### config.mk
export PLATFORM = sky130hd
export DESIGN_NAME = utf8_stream_decoder_core_flat
export DESIGN_NICKNAME = d
export VERILOG_FILES = /design/src/sv/u8sd_pkg.sv /design/src/sv/u8sd_if.sv /design/src/sv/utf8_stream_decoder_core.sv /design/src/sv/u8sd_step.sv /design/src/flat_wrapper.sv
export SDC_FILE = /design/constraint.sdc
export NUM_CORES = 1
export LEC_CHECK = 0
export ABC_AREA = 1
export BUFFER_PORTS_ARGS = -buffer_cell sky130_fd_sc_hd__buf_2
export CORE_AREA = 3 3 116 118
export DETAILED_ROUTE_END_ITERATION = 7
export DIE_AREA = 0 0 119 121
export GPL_ROUTABILITY_DRIVEN = 0
export HOLD_SLACK_MARGIN = 0.15
export PLACE_DENSITY = 0.84
export SLEW_MARGIN = 20
export SYNTH_ARGS = -nofsm -noshare
export SYNTH_HDL_FRONTEND = slang
export SYNTH_SLANG_ARGS = --single-unit
### constraint.sdc
create_clock -name clock -period 4.31 [get_ports clock]
set_input_delay 0.862 -clock clock [delete_from_list [all_inputs] [get_ports clock]]
set_output_delay 0.862 -clock clock [all_outputs]
set_load 0.01 [all_outputs]
### src/sv/u8sd_pkg.sv
// ----------------------------------------------------------------------------
// u8sd_pkg
// types and constants shared by the utf-8 stream decoder
// ----------------------------------------------------------------------------
`default_nettype none

package u8sd_pkg;

   localparam logic [20:0] REPLACEMENT_CHAR = 21'h00FFFD;

   // lead byte class boundaries
   localparam logic [7:0] ASCII_LIMIT  = 8'h80;
   localparam logic [7:0] LEAD2_MIN    = 8'hC2;
   localparam logic [7:0] LEAD3_MIN    = 8'hE0;
   localparam logic [7:0] LEAD4_MIN    = 8'hF0;
   localparam logic [7:0] LEAD_LIMIT   = 8'hF5;

   // special lead bytes that narrow the second byte range
   localparam logic [7:0] LEAD_SURR    = 8'hED;
   localparam logic [7:0] LEAD_TOP     = 8'hF4;

   // continuation ranges
   localparam logic [7:0] CONT_MIN     = 8'h80;
   localparam logic [7:0] CONT_MAX     = 8'hBF;
   localparam logic [7:0] E0_SECOND_LO = 8'hA0;
   localparam logic [7:0] ED_SECOND_HI = 8'h9F;
   localparam logic [7:0] F0_SECOND_LO = 8'h90;
   localparam logic [7:0] F4_SECOND_HI = 8'h8F;

   typedef struct packed {
      logic [20:0] partial_value;
      logic [1:0]  pending_count;
      logic [1:0]  taken_count;
      logic [7:0]  second_low_bound;
      logic [7:0]  second_high_bound;
      logic        expect_second;
   } dec_state_type;

   localparam dec_state_type STATE_RESET = '{
      partial_value:     21'd0,
      pending_count:     2'd0,
      taken_count:       2'd0,
      second_low_bound:  CONT_MIN,
      second_high_bound: CONT_MAX,
      expect_second:     1'b0
   };

   typedef struct packed {
      logic [20:0] code_point;
      logic [2:0]  byte_count;
      logic        malformed;
      logic        run_last;
   } result_type;

endpackage

`default_nettype wire

### src/sv/u8sd_if.sv
// ----------------------------------------------------------------------------
// u8sd_req_if / u8sd_rsp_if
// valid/ready channels for raw bytes in and decoded code points out
// ----------------------------------------------------------------------------
`default_nettype none

interface u8sd_req_if;
   logic       valid;
   logic       ready;
   logic [7:0] data_byte;
   logic       end_of_text;

   modport source (output valid, output data_byte, output end_of_text, input ready);
   modport sink   (input valid, input data_byte, input end_of_text, output ready);
endinterface

interface u8sd_rsp_if;
   logic        valid;
   logic        ready;
   logic [20:0] code_point;
   logic [2:0]  byte_count;
   logic        malformed;
   logic        run_last;

   modport source (output valid, output code_point, output byte_count,
                   output malformed, output run_last, input ready);
   modport sink   (input valid, input code_point, input byte_count,
                   input malformed, input run_last, output ready);
endinterface

`default_nettype wire

### src/sv/utf8_stream_decoder_core.sv
// ----------------------------------------------------------------------------
// utf8_stream_decoder_core
// utf-8 byte stream to unicode scalar values with maximal subpart replacement
// ----------------------------------------------------------------------------
// path: input register, then the result queue, from which results are offered
// throughput: one byte per cycle while the queue has room for two results; a byte
//    that yields two results is absorbed by a 4-entry queue
// reset: synchronous, clears the decoder state and empties the input and
//    result registers
`default_nettype none

module utf8_stream_decoder_core (
   input  wire logic       clock,
   input  wire logic       reset,
   u8sd_req_if.sink        req_chan,
   u8sd_rsp_if.source      rsp_chan
);

   localparam int unsigned QueueDepth = 4;
   localparam int unsigned PtrWidth   = $clog2(QueueDepth);
   localparam int unsigned CntWidth   = $clog2(QueueDepth + 1);

   // input register
   logic       in_valid_ff;
   logic [7:0] in_byte_ff;
   logic       in_eot_ff;

   u8sd_pkg::dec_state_type state_ff;
   u8sd_pkg::dec_state_type state_in;
   u8sd_pkg::result_type    res0;
   u8sd_pkg::result_type    res1;
   logic [1:0]              res_count;

   // result queue
   u8sd_pkg::result_type queue_ff [QueueDepth];
   logic [PtrWidth-1:0]  wr_ptr_ff;
   logic [PtrWidth-1:0]  rd_ptr_ff;
   logic [CntWidth-1:0]  count_ff;
   logic [CntWidth-1:0]  count_in;

   logic fire;
   logic pop;
   logic req_take;

   u8sd_step u_step (
      .state_in    (state_ff),
      .data_byte   (in_byte_ff),
      .end_of_text (in_eot_ff),
      .state_out   (state_in),
      .res0        (res0),
      .res1        (res1),
      .res_count   (res_count)
   );

   // process only with room for the worst case of two results
   assign fire     = in_valid_ff && (count_ff <= CntWidth'(QueueDepth - 2));
   assign pop      = rsp_chan.valid && rsp_chan.ready;
   assign req_take = req_chan.valid && req_chan.ready;
   assign count_in = count_ff + (fire ? CntWidth'(res_count) : '0)
                   - CntWidth'(pop);

   assign req_chan.ready = !in_valid_ff || fire;

   always_ff @(posedge clock) begin
      if (reset) begin
         in_valid_ff <= 1'b0;
      end else if (req_chan.ready) begin
         in_valid_ff <= req_chan.valid;
      end
      if (req_take) begin
         in_byte_ff <= req_chan.data_byte;
         in_eot_ff  <= req_chan.end_of_text;
      end
   end

   always_ff @(posedge clock) begin
      if (reset) begin
         state_ff <= u8sd_pkg::STATE_RESET;
      end else if (fire) begin
         state_ff <= state_in;
      end
   end

   always_ff @(posedge clock) begin
      if (fire && res_count != 2'd0) begin
         queue_ff[wr_ptr_ff] <= res0;
      end
      if (fire && res_count == 2'd2) begin
         queue_ff[wr_ptr_ff + PtrWidth'(1)] <= res1;
      end
   end

   always_ff @(posedge clock) begin
      if (reset) begin
         wr_ptr_ff <= '0;
         rd_ptr_ff <= '0;
         count_ff  <= '0;
      end else begin
         if (fire) begin
            wr_ptr_ff <= wr_ptr_ff + PtrWidth'(res_count);
         end
         if (pop) begin
            rd_ptr_ff <= rd_ptr_ff + PtrWidth'(1);
         end
         count_ff <= count_in;
      end
   end

   assign rsp_chan.valid      = (count_ff != '0);
   assign rsp_chan.code_point = queue_ff[rd_ptr_ff].code_point;
   assign rsp_chan.byte_count = queue_ff[rd_ptr_ff].byte_count;
   assign rsp_chan.malformed  = queue_ff[rd_ptr_ff].malformed;
   assign rsp_chan.run_last   = queue_ff[rd_ptr_ff].run_last;

endmodule

`default_nettype wire

### src/sv/u8sd_step.sv
// ----------------------------------------------------------------------------
// u8sd_step
// one byte of decoding: next state and up to two results
// ----------------------------------------------------------------------------
`default_nettype none

module u8sd_step (
   input  wire u8sd_pkg::dec_state_type state_in,
   input  wire logic [7:0]              data_byte,
   input  wire logic                    end_of_text,
   output u8sd_pkg::dec_state_type      state_out,
   output u8sd_pkg::result_type         res0,
   output u8sd_pkg::result_type         res1,
   output logic [1:0]                   res_count
);

   typedef struct packed {
      u8sd_pkg::dec_state_type state;
      logic                    has_result;
      u8sd_pkg::result_type    result;
   } lead_type;

   // lead bytes are always handled from the idle state
   function automatic lead_type take_lead(input logic [7:0] b, input logic eot);
      lead_type r;
      r.state      = u8sd_pkg::STATE_RESET;
      r.has_result = 1'b1;
      r.result     = '{code_point: u8sd_pkg::REPLACEMENT_CHAR, byte_count: 3'd1,
                       malformed: 1'b1, run_last: 1'b1};
      if (b < u8sd_pkg::ASCII_LIMIT) begin
         r.result.code_point = {13'd0, b};
         r.result.malformed  = 1'b0;
      end else if (b >= u8sd_pkg::LEAD2_MIN && b < u8sd_pkg::LEAD_LIMIT) begin
         if (b < u8sd_pkg::LEAD3_MIN) begin
            r.state.pending_count = 2'd1;
            r.state.partial_value = {16'd0, b[4:0]};
         end else if (b < u8sd_pkg::LEAD4_MIN) begin
            r.state.pending_count = 2'd2;
            r.state.partial_value = {17'd0, b[3:0]};
            if (b == u8sd_pkg::LEAD3_MIN) begin
               r.state.second_low_bound = u8sd_pkg::E0_SECOND_LO;
            end else if (b == u8sd_pkg::LEAD_SURR) begin
               r.state.second_high_bound = u8sd_pkg::ED_SECOND_HI;
            end
         end else begin
            r.state.pending_count = 2'd3;
            r.state.partial_value = {18'd0, b[2:0]};
            if (b == u8sd_pkg::LEAD4_MIN) begin
               r.state.second_low_bound = u8sd_pkg::F0_SECOND_LO;
            end else if (b == u8sd_pkg::LEAD_TOP) begin
               r.state.second_high_bound = u8sd_pkg::F4_SECOND_HI;
            end
         end
         r.state.taken_count   = 2'd1;
         r.state.expect_second = 1'b1;
         // truncated right at the lead
         if (eot) begin
            r.state = u8sd_pkg::STATE_RESET;
         end else begin
            r.has_result = 1'b0;
         end
      end
      return r;
   endfunction

   lead_type    lead;
   logic [7:0]  lo_bound;
   logic [7:0]  hi_bound;
   logic [1:0]  pend_dec;
   logic [2:0]  taken_inc;
   logic [20:0] value_shift;

   always_comb begin
      lead        = take_lead(data_byte, end_of_text);
      lo_bound    = state_in.expect_second ? state_in.second_low_bound : u8sd_pkg::CONT_MIN;
      hi_bound    = state_in.expect_second ? state_in.second_high_bound : u8sd_pkg::CONT_MAX;
      pend_dec    = state_in.pending_count - 2'd1;
      taken_inc   = {1'b0, state_in.taken_count} + 3'd1;
      value_shift = {state_in.partial_value[14:0], data_byte[5:0]};

      state_out = state_in;
      res0      = lead.result;
      res1      = lead.result;
      res_count = {1'b0, lead.has_result};

      if (state_in.pending_count == 2'd0) begin
         state_out = lead.state;
      end else if (data_byte >= lo_bound && data_byte <= hi_bound) begin
         if (pend_dec == 2'd0) begin
            state_out = u8sd_pkg::STATE_RESET;
            res0      = '{code_point: value_shift, byte_count: taken_inc,
                          malformed: 1'b0, run_last: 1'b1};
            res_count = 2'd1;
         end else if (end_of_text) begin
            state_out = u8sd_pkg::STATE_RESET;
            res0      = '{code_point: u8sd_pkg::REPLACEMENT_CHAR, byte_count: taken_inc,
                          malformed: 1'b1, run_last: 1'b1};
            res_count = 2'd1;
         end else begin
            state_out.partial_value = value_shift;
            state_out.pending_count = pend_dec;
            state_out.taken_count   = taken_inc[1:0];
            state_out.expect_second = 1'b0;
            res_count               = 2'd0;
         end
      end else begin
         // bad continuation closes the open sequence, byte is retried as a lead
         state_out = lead.state;
         res0      = '{code_point: u8sd_pkg::REPLACEMENT_CHAR,
                       byte_count: {1'b0, state_in.taken_count},
                       malformed: 1'b1, run_last: ~lead.has_result};
         res1      = lead.result;
         res_count = lead.has_result ? 2'd2 : 2'd1;
      end
   end

endmodule

`default_nettype wire
### src/flat_wrapper.sv
// flat-port wrapper written by rule: the top's interface ports become plain ports
module utf8_stream_decoder_core_flat 
  (clock, reset, req_chan_valid, req_chan_data_byte, req_chan_end_of_text, req_chan_ready, rsp_chan_valid, rsp_chan_code_point, rsp_chan_byte_count, rsp_chan_malformed, rsp_chan_run_last, rsp_chan_ready);
  u8sd_req_if req_chan_i ();
  u8sd_rsp_if rsp_chan_i ();
  input  wire logic clock;
  input  wire logic reset;
  input wire logic [$bits(req_chan_i.valid)-1:0] req_chan_valid;
  input wire logic [$bits(req_chan_i.data_byte)-1:0] req_chan_data_byte;
  input wire logic [$bits(req_chan_i.end_of_text)-1:0] req_chan_end_of_text;
  output wire logic [$bits(req_chan_i.ready)-1:0] req_chan_ready;
  output wire logic [$bits(rsp_chan_i.valid)-1:0] rsp_chan_valid;
  output wire logic [$bits(rsp_chan_i.code_point)-1:0] rsp_chan_code_point;
  output wire logic [$bits(rsp_chan_i.byte_count)-1:0] rsp_chan_byte_count;
  output wire logic [$bits(rsp_chan_i.malformed)-1:0] rsp_chan_malformed;
  output wire logic [$bits(rsp_chan_i.run_last)-1:0] rsp_chan_run_last;
  input wire logic [$bits(rsp_chan_i.ready)-1:0] rsp_chan_ready;
  assign req_chan_i.valid = req_chan_valid;
  assign req_chan_i.data_byte = req_chan_data_byte;
  assign req_chan_i.end_of_text = req_chan_end_of_text;
  assign req_chan_ready = req_chan_i.ready;
  assign rsp_chan_valid = rsp_chan_i.valid;
  assign rsp_chan_code_point = rsp_chan_i.code_point;
  assign rsp_chan_byte_count = rsp_chan_i.byte_count;
  assign rsp_chan_malformed = rsp_chan_i.malformed;
  assign rsp_chan_run_last = rsp_chan_i.run_last;
  assign rsp_chan_i.ready = rsp_chan_ready;
  utf8_stream_decoder_core u_core (.clock(clock), .reset(reset), .req_chan(req_chan_i), .rsp_chan(rsp_chan_i));
endmodule
## Word level (Yosys, flattened, before mapping)

Memories as Yosys holds them, arrays and structs flattened. A register that Yosys moved wholly into a read port is not among the register bits.
Index checks and enable logic that the tools add are counted.

| word-level totals | value |
|---|---|
| register bits | 53 |
| bits in latches | 0 |
| bits in writable memories | 104 |
| bits in read-only memories | 0 |
| bits of input ports | 13 |
| output and inout port bits | 28 |
| logic and storage cells | 88 |
| memories kept | 1 |

| operators by class | value |
|---|---|
| add/subtract/negate cells | 7 |
| $mul | 0 |
| divide/modulo/power cells | 0 |
| order comparisons | 8 |
| equal/unequal tests | 6 |
| shift operators | 0 |
| muxes and demuxes | 39 |
| bitwise operators | 1 |
| reductions and logical operators | 14 |

Memories:

| name | depth | bits a word | rd ports | clocked after memory_dff | write ports | RTL line | source |
|---|---|---|---|---|---|---|---|
| u_core.queue_ff | 4 | 26 | 1 | 1 | 2 | utf8_stream_decoder_core.sv:35 | `u8sd_pkg::result_type queue_ff [QueueDepth];` |

Operators with widths:

| kind | number |
|---|---|
| $mux 26 | 5 |
| $mux 36 | 3 |
| $mux 37 | 2 |
| $mux 16 | 4 |
| $mux 6 | 6 |
| $eq 8x8->1 const B | 4 |
| $lt 8x8->1 const B | 4 |
| $mux 19 | 1 |
| $mux 8 | 2 |
| $mux 2 | 6 |
| $ge 8x8->1 | 1 |
| $ge 8x8->1 const B | 1 |
| $le 8x8->1 | 1 |
| $mux 1 | 8 |
| $logic_and 1x1->1 | 7 |
| $mux 7 | 1 |
| $mux 5 | 1 |
| $add 2x1->2 const B | 2 |
| $logic_not 2->1 | 2 |
| $ne 4x2->1 const B | 1 |
| $add 2x1->3 const B | 1 |
| $add 3x3->3 | 1 |
| $le 3x2->1 const B | 1 |
| $reduce_bool 3->1 | 1 |
| other kinds (9) | 9 |

## Depth between registers and ports, before layout

Gate-level depths: netlist (run 1).

| depth | value |
|---|---|
| word-level depth | 15 |
| depth in mapped cells | 19 |
| gate-level depth less buffers | 18 |

## Hierarchy

Synthesis (run 1) repeated with hierarchy kept, for this count alone.

| second synthesis, totals | value |
|---|---|
| cells, all modules | 1254 |
| area total of the unflattened synthesis | 9599.2 um2 |

By module, submodules not included:

| module | times used | cells an instance | area each (um2) | sequential area each (um2) |
|---|---|---|---|---|
| utf8_stream_decoder_core | 1 | 871 | 7579.8 | 4434.3 |
| u8sd_step | 1 | 383 | 2019.4 | 0.0 |

## Least setup slack after synthesis (run 1)

No wires, ideal clock.

| timing | value |
|---|---|
| path type | reg2reg |
| start point | reg u_core.in_byte_ff[4] |
| end point | reg u_core.count_ff[2] |
| setup time | 0.120 ns |
| data arrival time | 2.658 ns |
| data required time | 4.190 ns |
| slack | 1.532 ns |
| stages on the path, launching flop included | 17 |
| path buffers | 1 |
| period minus slack after synthesis | 2.778 ns |
| path through | edfxtp_1 > inv_1 > ha_1 > nand2_1 > inv_1 > nand3_1 > nand2_1 > nand3_2 > nand3_4 > nor2_4 > buf_2 > inv_1 > ha_1 > inv_1 > fa_1 > o21ai_0 > a21oi_1 |

| between the ends | value |
|---|---|
| word-level cells in the longest chain between the ends | 10 |
| elaborated cells on any way between the ends | 15 |
| those cells by class | 2 x add/sub; 5 x order compare; 6 x mux; 2 x reduce/logical |

Ends and longest elaborated chain:

| item | RTL line | source |
|---|---|---|
| start, declared | utf8_stream_decoder_core.sv:25 | `logic [7:0] in_byte_ff;` |
| start signal, assigned | utf8_stream_decoder_core.sv:71 | `in_byte_ff <= req_chan.data_byte;` |
| $ge 8x8->1 or $lt 8x8->1 (tied branches) | u8sd_step.sv:33 | `end else if (b >= u8sd_pkg::LEAD2_MIN && b < u8sd_pkg::LEAD_LIMIT) begin` |
| $logic_and 1x1->1 | u8sd_step.sv:33 |  |
| $mux 37 | u8sd_step.sv:33 |  |
| $mux 37 | u8sd_step.sv:30 | `if (b < u8sd_pkg::ASCII_LIMIT) begin` |
| $mux 2 | u8sd_step.sv:113 | `res_count = lead.has_result ? 2'd2 : 2'd1;` |
| $mux 2 | u8sd_step.sv:88 | `end else if (data_byte >= lo_bound && data_byte <= hi_bound) begin` |
| $mux 2 (*) | u8sd_step.sv:86 | `if (state_in.pending_count == 2'd0) begin` |
| $mux 2 (*) | utf8_stream_decoder_core.sv:59 | `assign count_in = count_ff + (fire ? CntWidth'(res_count) : '0)` |
| $add 3x3->3 (*) | utf8_stream_decoder_core.sv:59 |  |
| $sub 3x1->3 (*) | utf8_stream_decoder_core.sv:60 | `- CntWidth'(pop);` |
| end signal, assigned | utf8_stream_decoder_core.sv:105 | `count_ff <= count_in;` |
| end, declared | utf8_stream_decoder_core.sv:38 | `logic [CntWidth-1:0] count_ff;` |

Every way passes the cells marked *; elsewhere a longest branch is shown, timed or not.
A chain may end at the register's enable or synchronous reset.

==> summary.txt, run 1 <==
Status: complete, no violations
Layout net count: 954
Number of antenna diodes: 0
RSZ-0062 raised after global routing: no
Hold Path Depth: 2
Initial Util: 59.7%
Port bufs: 40
Hold endpoint: u_core.queue_ff[1][2]$_SDFFE_PP1N_
Final hold vios: 0
I/O Pins: 41
Initial antenna violation count: 0
Post-CTS Resized: 0
Post-synth top area share: 30.8%
Hpwl dp: 12000 microns
Placed Cells: 1082
Design Power: 4.78 mW
Mapped Cells: 915
Sequential cell area fraction in the yosys report: 49.5%
DRC Markers: 0
Core Util, Final: 65.9%
Die width: 119 microns
Post CTS Setup Buffer Count: 0
Vias in the first global route: 5983
Leading cell types in the layout, fill and taps excluded: nand2_1, nor2_1, o21ai_0, inv_1, edfxtp_1
Clock tree from TritonCTS: built
Worst r2r src: u_core.in_byte_ff[4]$_DFFE_PP_
Setup TNS: 0 ps
Commonest non-fill, non-tap cell in the layout: nand2_1
Final cell count without fillers: 1113
Inserted Clock Buffers: 17
Critical path peak fanout: 33
Fin Clk Skew: 9.74 ps
Largest net degree at the start of global routing: 46
Pre-antenna DRT Iters: 5
CP arrival: 2620 ps
Part of the cycle the worst path needs: 80.7%
Post-Syn Area per Cell: 8.20 sq um
Worst-margin pin slew: 1040 ps
Worst Setup End Kind: output pin
Peak VDD IR: 0.329 mV
Hold-fix buffers, CTS: 0
Post-DR vias/cell: 5.80
Critical path startpoint category: flip-flop
Die area: 14400 sq um
Area delta synth->final: 10.5%
DR iter-0 viols: 792
WS Path Type: reg -> out
Max-cap violations: 0
CTS Buffer Depth: 2
Routed wire per std cell: 16.8 microns
Global-route wire length before repair: 30600 microns
Leading area contributor after synthesis: edfxtp_1
Clock sinks: 147
Via count: 6454
Worst r2r dst: u_core.queue_ff[0][12]$_DFFE_PP_
Distinct cell type count after synthesis: 37
Tmin final: 3480 ps
Root buf cell: clkbuf_16
Fill count: 989
Final setup viols: 0
Total grt overflow: 0
Synthesized cell area: 7500 sq um
Routed WL: 18700 microns
FP Rows: 41
Clk slew on worst S/H paths: 60 ps
WP data required: 3450 ps
Synth warn: 0
Pwr Density: 577 nW/um^2
Share of layout cells above drive strength 1: 11.8%
FF+latch count, synth: 147
Syn_nets: 940
Slew Limit Fails: 0
Die Y-Extent: 121 microns
R2R cell count: 12
Hold Startpoint: u_core.queue_ff[1][2]$_SDFFE_PP1N_
Hold crit path type: reg -> reg
H-tree Lvls: 4
GR Util All Layers: 27.0%
R2R setup slack: 920 ps
Antenna-violating nets left: 0
Core area: 12600 sq um
Clk Latency, worst-skew pair: 420 ps
Slew HR: 30.4%
Fmax: 287 MHz
Ranking of synthesized cells by area: edfxtp_1, dfxtp_1, nand2_1
Lkg Pwr: 3.58 nW
-- power by group --
group,total (mW),internal (mW),switching (mW)
Combinational,1.30,0.441,0.856
Clock,1.60,1.02,0.578
Sequential,1.88,1.74,0.143
Total,4.78,3.20,1.58
-- stage by stage --
step                      hold slack (ps)  instance area (sq um)  worst slack (ps)
after global placement                450                   7650              1120
after floorplan                       436                   7500              1530
final                                 473                   8290               830
after global routing                  483                   8290               706
after CTS                             469                   8290               870
after detailed placement              452                   7650               974
-- worst max-delay path by stage --
stage | cells after the start | end | start | slack [ps]
final | 4 | rsp_chan_run_last | flip-flop | 830
after global routing | 12 | u_core.queue_ff[0][19]$_DFFE_PP_ | u_core.in_byte_ff[4]$_DFFE_PP_ | 710
after CTS | 4 | rsp_chan_byte_count[0] | flip-flop | 870
after detailed placement | 12 | u_core.queue_ff[0][9]$_DFFE_PP_ | u_core.in_byte_ff[4]$_DFFE_PP_ | 970
after global placement | 12 | u_core.queue_ff[0][7]$_DFFE_PP_ | u_core.in_byte_ff[4]$_DFFE_PP_ | 1120
after floorplan | 16 | u_core.count_ff[2]$_SDFF_PP0_ | u_core.in_byte_ff[4]$_DFFE_PP_ | 1530
-- cell usage after synthesis --
cell	count
o21ai_1	18
ha_1	11
inv_2	5
nand2_2	2
buf_1	3
buf_6	12
o21ai_2	3
nand2_4	3
nand3_4	1
nand4_2	1
nor2_4	4
o21ai_0	115
a211oi_1	2
nor3_1	7
inv_1	84
a21oi_1	42
o21ai_4	1
a21oi_4	5
nand2_1	169
nand3_2	5
nand3_1	60
buf_2	6
nor4_1	1
a31oi_1	1
nand4_4	4
xor2_1	1
nand4_1	4
edfxtp_1	77
nor2_1	143
fa_1	1
clkbuf_1	24
o22ai_1	22
dfxtp_1	70
buf_4	5
clkinv_1	1
nand2_8	1
inv_4	1
-- routing by layer --
layer	track usage, %	routed length (microns)
met2	44.1	8920
met5	0	0
met3	5.64	1580
met4	9.56	433
met1	35.7	7730
-- flip-flops by register name, summed over array words and instances, names as in the netlist, named ones only --
name and cells:
u_core.count_ff 3, u_core.in_byte_ff 8, u_core.in_eot_ff 1, u_core.in_valid_ff 1, u_core.queue_ff 104, u_core.rd_ptr_ff 2, u_core.state_ff 24, u_core.wr_ptr_ff 2
-- final cells by class --
type / instances / area (sq um) / share of cell area (%)
Multi-Input combinational cell: 627 / 3140 / 37.9
Sequential cell: 147 / 3710 / 44.8
Clock inverter: 14 / 210 / 2.54
Inverter: 91 / 344 / 4.15
Timing Repair Buffer: 45 / 238 / 2.87
Clock buffer: 17 / 425 / 5.13
Tap cell: 172 / 215 / 2.60
-- critical path, cell delays in order (launching register included) --
cell and delay (ps):
dfxtp_1 540, inv_1 880, o21ai_0 230, o22ai_1 330, buf_2 200
-- cell families (layout without fill, tap and decap cells) --
family / Yosys count / after routing / share of synthesized area (%)
buffers and inverters: 141 / 167 / 8.64
AOI/OAI and AO/OA: 209 / 209 / 15.4
and+or+nand+nor: 405 / 405 / 24.2
adders and majority gates: 12 / 12 / 2.10
DFF: 147 / 147 / 49.5
xor gates and xnor gates: 1 / 1 / 0.117
Note: power is estimated with default switching activity, not from simulation.
==> inputs of run 2 (changes only) <==
==> constraint.sdc (replaced) <==
create_clock -name clock -period 3.6 [get_ports clock]
set_input_delay 0.72 -clock clock [delete_from_list [all_inputs] [get_ports clock]]
set_output_delay 0.72 -clock clock [all_outputs]
set_load 0.01 [all_outputs]
==> summary.txt, run 2 (same netlist as run 1, synthesis figures left out) <==
Status: complete, no violations
Post-DR vias/cell: 5.74
Hold-fix buffers, CTS: 0
Final cell count without fillers: 1129
Inserted Clock Buffers: 17
Setup TNS: 0 ps
Core Util, Final: 66.3%
Tmin final: 3150 ps
Post-CTS Resized: 0
Routed wire per std cell: 16.3 microns
Worst path most repeated cell: nand2_1
Largest Register: u_core.queue_ff
Via count: 6481
Critical path startpoint category: flip-flop
Final setup viols: 0
Max-cap violations: 0
Part of the cycle the worst path needs: 87.4%
I/O Pins: 41
Largest net degree at the start of global routing: 46
RSZ-0062 raised after global routing: no
CP max stage cell: edfxtp_1
Slew HR: 47.8%
Area delta synth->final: 11.1%
CP arrival: 3280 ps
CP Cell Sequence: inv_1 -> ha_1 -> nand2_1 -> inv_1 -> nand3_1 -> nand2_1 -> nand3_2 -> nand3_4 -> nor2_4 -> buf_4 -> nand2_1 -> nand2_1 -> buf_4
Die area: 14400 sq um
FP Rows: 41
Hpwl dp: 12300 microns
WP data required: 3730 ps
Worst-margin pin slew: 783 ps
Pwr Density: 665 nW/um^2
Pre-antenna DRT Iters: 6
Worst Setup End Kind: flip-flop
H-tree Lvls: 4
Post CTS Setup Buffer Count: 0
Final hold vios: 0
Lkg Pwr: 3.63 nW
Share of layout cells above drive strength 1: 13.0%
Die width: 119 microns
Placed Cells: 1097
GR Util All Layers: 26.7%
Slew Limit Fails: 0
Initial antenna violation count: 0
Vias in the first global route: 5960
DRC Markers: 0
Hold crit path type: in -> reg
Antenna-violating nets left: 0
Root buf cell: clkbuf_16
Max reg flops: 104
Clock tree from TritonCTS: built
Design Power: 5.55 mW
Commonest non-fill, non-tap cell in the layout: nand2_1
Fin Clk Skew: 10.0 ps
Critical path peak fanout: 33
Clock sinks: 147
Biggest regs: u_core.queue_ff: 104 flops, u_core.state_ff: 24 flops, u_core.in_byte_ff: 8 flops
Port bufs: 40
Total grt overflow: 0
Clk Latency, worst-skew pair: 430 ps
Max incr delay on CP: 540 ps
Routed WL: 18400 microns
Clk slew on worst S/H paths: 60 ps
DR iter-0 viols: 679
Global-route wire length before repair: 30200 microns
Layout net count: 969
Fmax: 318 MHz
WS Path Type: reg -> reg
Core area: 12600 sq um
Number of antenna diodes: 0
CTS Buffer Depth: 2
Die Y-Extent: 121 microns
Initial Util: 59.7%
Peak VDD IR: 0.401 mV
Leading cell types in the layout, fill and taps excluded: nand2_1, nor2_1, o21ai_0, inv_1, edfxtp_1
-- run 2: cell count changes in the layout (fill, tap and decap cells not counted), sizes merged --
cell,previous run,this run
clkbuf,17,23
bufinv,5,2
buf,45,60
clkinvlp,2,3
clkinv,7,4
-- run 2: cell type report --
type | instances | area, sq um
clock inverters | 9 | 106
inverters | 91 | 344
repair buffers | 60 | 350
fillers | 978 | 4230
multi-input cells | 627 | 3140
flip-flops and latches | 147 | 3710
well taps | 172 | 215
clock buffers | 23 | 468
-- run 2: worst paths after layout --
kind | from | end | slack, ps | cells past startpoint
max | u_core.in_byte_ff[4]$_DFFE_PP_ | u_core.queue_ff[1][12]$_DFFE_PP_ | 450 | 13
min | req_chan_end_of_text | u_core.in_eot_ff$_DFFE_PP_ | 460 | 1
max reg2reg | u_core.in_byte_ff[4]$_DFFE_PP_ | u_core.queue_ff[1][12]$_DFFE_PP_ | 450 | 13
min reg2reg | u_core.state_ff[14]$_SDFFE_PP0P_ | u_core.state_ff[14]$_SDFFE_PP0P_ | 470 | 2
-- run 2: through the flow --
step | hold WS [ps] | instance area (sq um) | setup WS [ps]
after global placement | 449 | 7760 | 680
final | 465 | 8340 | 453
after CTS | 455 | 8340 | 523
after floorplan | 436 | 7500 | 822
after global routing | 453 | 8340 | 242
after detailed placement | 454 | 7760 | 581
-- run 2: layer usage --
layer / global-route usage, % / share of wire, %
met5: 0 / 0
met4: 12.0 / 2.5
met2: 41.3 / 46
met1: 35.6 / 41
met3: 6.53 / 9.9
-- run 2: power by group --
group          internal (mW)  leakage [nW]  switching, mW
registers               2.08          1.24          0.151
clock network           1.05         0.274          0.669
logic                  0.554          2.11           1.04
total                   3.69          3.63           1.86
-- run 2: critical path, delay by kind of cell, from the launching register on --
kind	cells	cell delay (ps)
adders and majority gates	1	310
buffers and inverters	4	730
DFF	1	540
and+or+nand+nor	8	1280
==> inputs of run 3 (changes only) <==
==> constraint.sdc (replaced) <==
create_clock -name clock -period 3.6 [get_ports clock]
set_input_delay 0 -clock clock [delete_from_list [all_inputs] [get_ports clock]]
set_output_delay 0 -clock clock [all_outputs]
set_load 0.01 [all_outputs]
==> summary.txt, run 3 (same netlist as run 1, synthesis figures left out) <==
Vias in the first global route: 6178
Pwr Density: 672 nW/um^2
Largest net degree at the start of global routing: 46
Max reg flops: 104
Initial Util: 59.7%
Slew HR: 31.9%
Hold crit path type: in -> reg
Worst-margin pin slew: 1020 ps
Slew Limit Fails: 0
Hold slack: 284 ps
WP data required: 3730 ps
Placed Cells: 1096
Status: complete, no violations
Clock tree from TritonCTS: built
Fin Clk Skew: 7.92 ps
Biggest regs: u_core.queue_ff: 104 flops, u_core.state_ff: 24 flops, u_core.in_byte_ff: 8 flops
Port bufs: 40
Fill count: 983
Clk Latency, worst-skew pair: 430 ps
Worst Setup End Kind: flip-flop
Global-route wire length before repair: 31300 microns
CP arrival: 3220 ps
Setup TNS: 0 ps
Commonest non-fill, non-tap cell in the layout: nand2_1
Post-CTS Resized: 0
Clk slew on worst S/H paths: 60 ps
Post CTS Setup Buffer Count: 0
Antenna-violating nets left: 0
Post-DR vias/cell: 5.73
Tmin final: 3090 ps
Die area: 14400 sq um
Routed WL: 19000 microns
Pre-CTS setup slack: 567 ps
Pre-antenna DRT Iters: 5
FP Rows: 41
CTS Buffer Depth: 2
Via count: 6536
Lkg Pwr: 3.73 nW
Part of the cycle the worst path needs: 85.9%
Layout net count: 981
Root buf cell: clkbuf_16
Inserted Clock Buffers: 17
Fin area: 8550 sq um
I/O Pins: 41
Fin worst setup slack: 509 ps
GR Util All Layers: 27.5%
Largest Register: u_core.queue_ff
DR iter-0 viols: 694
Fmax: 324 MHz
Hold-fix buffers, CTS: 13
Area delta synth->final: 13.9%
Die Y-Extent: 121 microns
Leading cell types in the layout, fill and taps excluded: nand2_1, nor2_1, o21ai_0, inv_1, edfxtp_1
WS Path Type: reg -> reg
Routed wire per std cell: 16.7 microns
Max-cap violations: 0
Clock sinks: 147
Total grt overflow: 0
Share of layout cells above drive strength 1: 12.9%
Final setup viols: 0
Final cell count without fillers: 1141
Peak VDD IR: 0.485 mV
RSZ-0062 raised after global routing: no
Initial antenna violation count: 0
Hpwl dp: 12300 microns
Core area: 12600 sq um
Number of antenna diodes: 0
Die width: 119 microns
DP Area: 7750 sq um
Final hold vios: 0
H-tree Lvls: 4
DRC Markers: 0
Critical path peak fanout: 31
Critical path startpoint category: flip-flop
## run 3: cell count changes in the layout (fill, tap and decap cells not counted)
| cell | delta |
|---|---|
| bufinv_16 | -1 |
| clkbuf_16 | +5 |
| clkinv_2 | -2 |
| clkbuf_1 | -2 |
| buf_4 | -1 |
| inv_4 | +1 |
| clkinvlp_4 | -2 |
| dlygate4sd3_1 | +13 |
| clkbuf_8 | +2 |
| inv_6 | -1 |
## run 3: path summary, 6_finish.rpt
kind	start	to	slack, ps	depth (start not counted)
setup / recovery	u_core.in_byte_ff[4]$_DFFE_PP_	u_core.queue_ff[0][9]$_DFFE_PP_	510	13
hold / removal	req_chan_data_byte[2]	u_core.in_byte_ff[2]$_DFFE_PP_	280	2
setup reg to reg	u_core.in_byte_ff[4]$_DFFE_PP_	u_core.queue_ff[0][9]$_DFFE_PP_	510	13
hold reg to reg	u_core.state_ff[14]$_SDFFE_PP0P_	u_core.state_ff[14]$_SDFFE_PP0P_	470	2
## run 3: per-layer routing
metal  part of all wire (%)  GRT usage (%)  vias up
li1                       -              -     3134
met1                     40           34.6     3044
met2                     49           45.7      319
met3                    8.7           6.76       39
met4                    1.9           11.0        0
met5                      0              0        -
## run 3: area by class of cell
type                            instances  area, sq um  area share [%]
Clock buffer                           28          613            7.17
Clock inverter                          4         48.8           0.571
Timing Repair Buffer                   72          473            5.53
Tap cell                              172          215            2.52
Multi-Input combinational cell        627         3140            36.7
Sequential cell                       147         3710            43.4
Inverter                               91          344            4.03
## run 3: stage by stage
step | power [mW] | utilization (%)
after detailed placement | 3.82 | 61.7
after CTS | 5.74 | 68.0
after global placement | 3.77 | 61.7
after global routing | 6.07 | 68.0
final | 5.74 | 68.0
after floorplan | 3.36 | -
## run 3: power breakdown
group          internal, mW  switching, mW
clock                  1.23          0.679
combinational         0.560           1.03
sequential             2.08          0.152
## run 3: worst max-delay path, cell delays in order (launching register included)
cell and delay, ps:
edfxtp_1 530, inv_1 140, ha_1 310, nand2_1 80
inv_1 40, nand3_1 60, nand2_1 70, nand3_2 170
nand3_4 140, nor2_4 140, buf_4 310, nand2_1 360
nand2_1 200, buf_4 220
